File: src/hw/rtl/ste_pkg.sv
// Package for the symbol table engine: sizes, label/entry types,
// request and status codes. No dependencies.
`default_nettype none

package ste_pkg;

	localparam int TABLE_DEPTH = 64;
	localparam int LABEL_BYTES = 20;
	localparam int LABEL_CHARS = 19;

	localparam int IDX_W = (TABLE_DEPTH > 1) ? $clog2(TABLE_DEPTH) : 1;
	localparam int CNT_W = $clog2(TABLE_DEPTH + 1);

	localparam int HIGH_W = 64;
	localparam int MID_W  = 64;
	localparam int LOW_W  = 24;
	localparam int ADDR_W = 31;
	localparam int LABEL_W = HIGH_W + MID_W + LOW_W;

	// label as one vector: first character in the top byte of hi
	typedef struct packed {
		logic [HIGH_W-1:0] hi;
		logic [MID_W-1:0]  mid;
		logic [LOW_W-1:0]  lo;
	} label_t;

	typedef struct packed {
		label_t            label;
		logic [ADDR_W-1:0] address;
	} entry_t;

	localparam logic [1:0] ACT_INSERT = 2'd0;
	localparam logic [1:0] ACT_MODIFY = 2'd1;
	localparam logic [1:0] ACT_DELETE = 2'd2;
	localparam logic [1:0] ACT_SEARCH = 2'd3;

	localparam logic [2:0] STS_INSERTED  = 3'd0;
	localparam logic [2:0] STS_DUPLICATE = 3'd1;
	localparam logic [2:0] STS_UPDATED   = 3'd2;
	localparam logic [2:0] STS_NOT_FOUND = 3'd3;
	localparam logic [2:0] STS_DELETED   = 3'd4;
	localparam logic [2:0] STS_FOUND     = 3'd5;
	localparam logic [2:0] STS_FULL      = 3'd6;

endpackage

`default_nettype wire

File: src/hw/rtl/ste_label_norm.sv
// Label normalization: clears every character from the first zero byte on
// and beyond the kept length. Uses ste_pkg.
`default_nettype none

module ste_label_norm (
	input  wire ste_pkg::label_t raw,
	output ste_pkg::label_t      norm
);

	logic [ste_pkg::LABEL_W-1:0] raw_v;
	logic [ste_pkg::LABEL_W-1:0] norm_v;

	assign raw_v = raw;

	// running keep flag: drops at the terminator and stays low
	always_comb begin
		logic       keep;
		logic [7:0] ch;
		keep   = 1'b1;
		norm_v = '0;
		for (int n = 0; n < ste_pkg::LABEL_CHARS; n++) begin
			ch = raw_v[ste_pkg::LABEL_W-1-8*n -: 8];
			if (ch == 8'd0 || n >= ste_pkg::LABEL_BYTES - 1) begin
				keep = 1'b0;
			end
			norm_v[ste_pkg::LABEL_W-1-8*n -: 8] = keep ? ch : 8'd0;
		end
	end

	assign norm = norm_v;

endmodule

`default_nettype wire

File: config.mk
export PLATFORM = sky130hd
export DESIGN_NAME = ste_label_norm
export DESIGN_NICKNAME = d
export VERILOG_FILES = /design/src/hw/rtl/ste_pkg.sv /design/src/hw/rtl/ste_label_norm.sv
export SDC_FILE = /design/constraint.sdc
export NUM_CORES = 1
export LEC_CHECK = 0
export BUFFER_PORTS_ARGS = -buffer_cell sky130_fd_sc_hd__buf_2
export CORE_AREA = 2 2 118 120
export DETAILED_ROUTE_END_ITERATION = 16
export DIE_AREA = 0 0 120 122
export GPL_TIMING_DRIVEN = 0
export SYNTH_ARGS = -nofsm -noshare
export SYNTH_HDL_FRONTEND = slang
export SYNTH_SLANG_ARGS = --single-unit
File: constraint.sdc
create_clock -name vclk -period 1.8
set_clock_uncertainty 0.2 [all_clocks]
set_input_delay 0.18 -clock vclk [all_inputs]
set_output_delay 0.18 -clock vclk [all_outputs]
set_load 0.005 [all_outputs]
======== After elaboration in Yosys (flattened, before gate mapping) ========
Cells that the tools add are included.
word-level totals
  memories kept ........................... 0
  input port bits ......................... 152
  output and inout bits ................... 152
  memory bits (writable) .................. 0
  logic and storage cells ................. 57
  bits in registers ....................... 0
  memory bits (read-only) ................. 0
  bits in latches ......................... 0
cells by class
  bitwise gates (word level) .............. 0
  magnitude comparators ................... 0
  $mul .................................... 0
  divide/modulo/power cells ............... 0
  add/sub/neg operators ................... 0
  equality and inequality tests ........... 0
  reduce and logical (&&, ||, !) cells .... 19
  multiplexer cells ....................... 38
  shifts and indexed selects .............. 0
operator list
  kind              count
  8-bit zero test   19
  8-bit 2-to-1 mux  19
  1-bit 2-to-1 mux  19

======== Depth between registers and ports, before layout ========
  depth in word-level cells ............... 21
  gate-level depth with buffers ........... 7
  depth with buffers taken out ............ 5

======== Least setup slack after synthesis ========
No wires, ideal clock.
  path kind ............................... input to output
  start point ............................. in raw[68] (netlist bit)
  end point ............................... out norm[20] (netlist bit)
  stages .................................. 7
  data required time ...................... 1.420 ns
  slack ................................... -0.010 ns
  path buffers ............................ 2
  data arrival time ....................... 1.430 ns
  cells stage by stage .................... or4_4 > nor2_4 > nor4_1 > nor4b_4 > buf_6 > buf_6 > and3_1
RTL lines
  element             RTL line             text
  start: declaration  ste_label_norm.sv:6  input wire ste_pkg::label_t raw,
  end: declaration    ste_label_norm.sv:7  output ste_pkg::label_t norm

==> metrics <==
HPWL Detailed=~8700 um; clock buffers=0; Peak VDD IR=0.0000640 V; vias in the first global route=3072; ANT nets after route=0; CP max FO=7; Slew Viols, Final=0; commonest non-fill, non-tap cell in the layout=buf_2; synthesized net count=approximately 390; GR Overflow Total=0; drt via density=4.21; n_diodes=0; CP Capture Point=norm[23]; Starting Density=10.9%; Synth Cell Area=0.00147 mm2; crit path launch=raw[44]; hold slack=~410 ps; fin area=between 0.004 and 0.005 mm2; CP Capture Type=output port; Seq Cell Count=0; multi-input gate area in the final layout=0.00183 mm2; Die ar.=0.0146 mm2; final hold violations=0; Max-cap violations=0; min-delay worst type=in -> out; die height=approximately 120 um; register area share after synthesis=0%; average routed wire per standard cell=15.2 um; Req. time, crit path=1420 ps; Die Wd=120 um; outcome=finished with violations; initial antenna violation count=0; fin crit share=118%; I/O pins=304; core area=0.0135 mm2; Crit path arrival time=1750 ps; CP Launch Type=input pin; most frequent cells in the layout=buf_2 (197), buf_6 (109), and2_1 (58); number of distinct library cells after synthesis=23; IO buf count=304; placed instance count=717; share of cells above drive strength 1=roughly four fifths; PnR worst setup slack=-330 ps; final WL=~11000 um; largest net degree at the start of global routing=11; DRC=0; syn_area_per_cell=6.32 um2; fin crit period=2130 ps; RSZ-0062 raised after global routing=yes; # setup viols final=100; Final nets=713; global-route wire length before repair=15700 um; failing checks=setup timing; Slew HR=56.6%; Filler cells=between 1000 and 1500; vias=about 3100; total chip power=between 1 and 1.5 mW; router iterations before antenna repair=4; GP Congestion=0.858; Worst-Margin Slew=around 650 ps; Lkg Pwr=2.34 nW; Mapped Cells=233; Layout Cells excl Fill=739; Starting DRT DRC Count=95; All-Layer GR Usage=13.4%; row count=43; FF/Latch Area=0 um2; Area Overhead vs Synth=215%; pwr dens=218 mW/mm2; WS Path Type=in -> out; Highest Clock Rate=469 MHz; Area after DPL=0.00324 mm2; Syn. warnings=0
metrics by stage:
step | utilization, % | setup TNS (ps) | worst slack (ps)
global route | 34.4 | -25660 | -364
CTS | 32.1 | -19300 | -322
floorplan | - | -59.4 | -7.78
global placement | 24.0 | -63500 | -909
detailed placement | 24.0 | -63650 | -877
finish | 34.4 | -18150 | -330
synth_stat cells (all sizes together):
cell type / number / area share, %
nor3b: 1 / 0.51
nor4b: 1 / 1.6
and3b: 1 / 0.60
and3: 52 / 22
nand3: 2 / 1.5
nor4: 28 / 12
and2: 93 / 41
nand2: 13 / 3.3
nand4: 1 / 0.43
buf: 4 / 2.6
clkbuf: 17 / 4.4
a21oi: 1 / 0.34
nor3: 2 / 0.68
nor2: 7 / 2.3
or4: 10 / 5.6
timing repair:
action / 4_1_cts / 5_1_grt
hold buffers: 0 / 0
pin swaps: 71 / 32
setup buffers: 17 / 3
gates cloned: 5 / 0
gates resized for setup: 189 / 56
endpoints found under the setup margin: 138 / 138
routing by layer:
metal	share of wire, %	track usage, %	vias up	wire [um]
met5	0	0	-	0
met4	1.5	1.32	0	163
met3	7.0	1.31	12	792
met2	55	27.7	187	6190
met1	36	15.0	1427	4090
li1	-	-	1485	-
critical path, cell delays in order:
cell and delay [ps]:
buf_2 120, or4_4 550, nor2_4 140, nor4_4 50
nor4b_4 150, buf_6 150, buf_12 120, and3_1 160
buf_2 130
cell type report:
cell class	instances	share of cell area, %
Buffer	20	3.53
Multi-Input combinational cell	212	39.5
Tap cell	180	4.85
Timing Repair Buffer	327	52.1
power by group:
| group | internal, mW | switching [mW] | leakage [nW] | total [mW] |
|---|---|---|---|---|
| Clock | 0 | 0 | 0 | 0 |
| Combinational | 0.652 | 0.359 | 2.34 | 1.01 |
| Sequential | 0 | 0 | 0 | 0 |
how the worst min path moves through the flow:
| stage | start | end | slack, ps | cells after the start |
|---|---|---|---|---|
| floorplan | raw[144] | norm[144] | 240 | 1 |
| global placement | raw[146] | norm[146] | 420 | 3 |
| detailed placement | raw[146] | norm[146] | 420 | 3 |
| CTS | raw[145] | norm[145] | 400 | 3 |
| global route | raw[146] | norm[146] | 420 | 3 |
| finish | raw[146] | norm[146] | 410 | 3 |
kinds of logic (layout without fill, tap and decap cells):
family | Yosys count | in the layout | synth area share (%)
buf+inv | 21 | 347 | 7.06
simple gates | 211 | 211 | 92.6
compound gates | 1 | 1 | 0.340
Power figures use the tool's default switching activity.
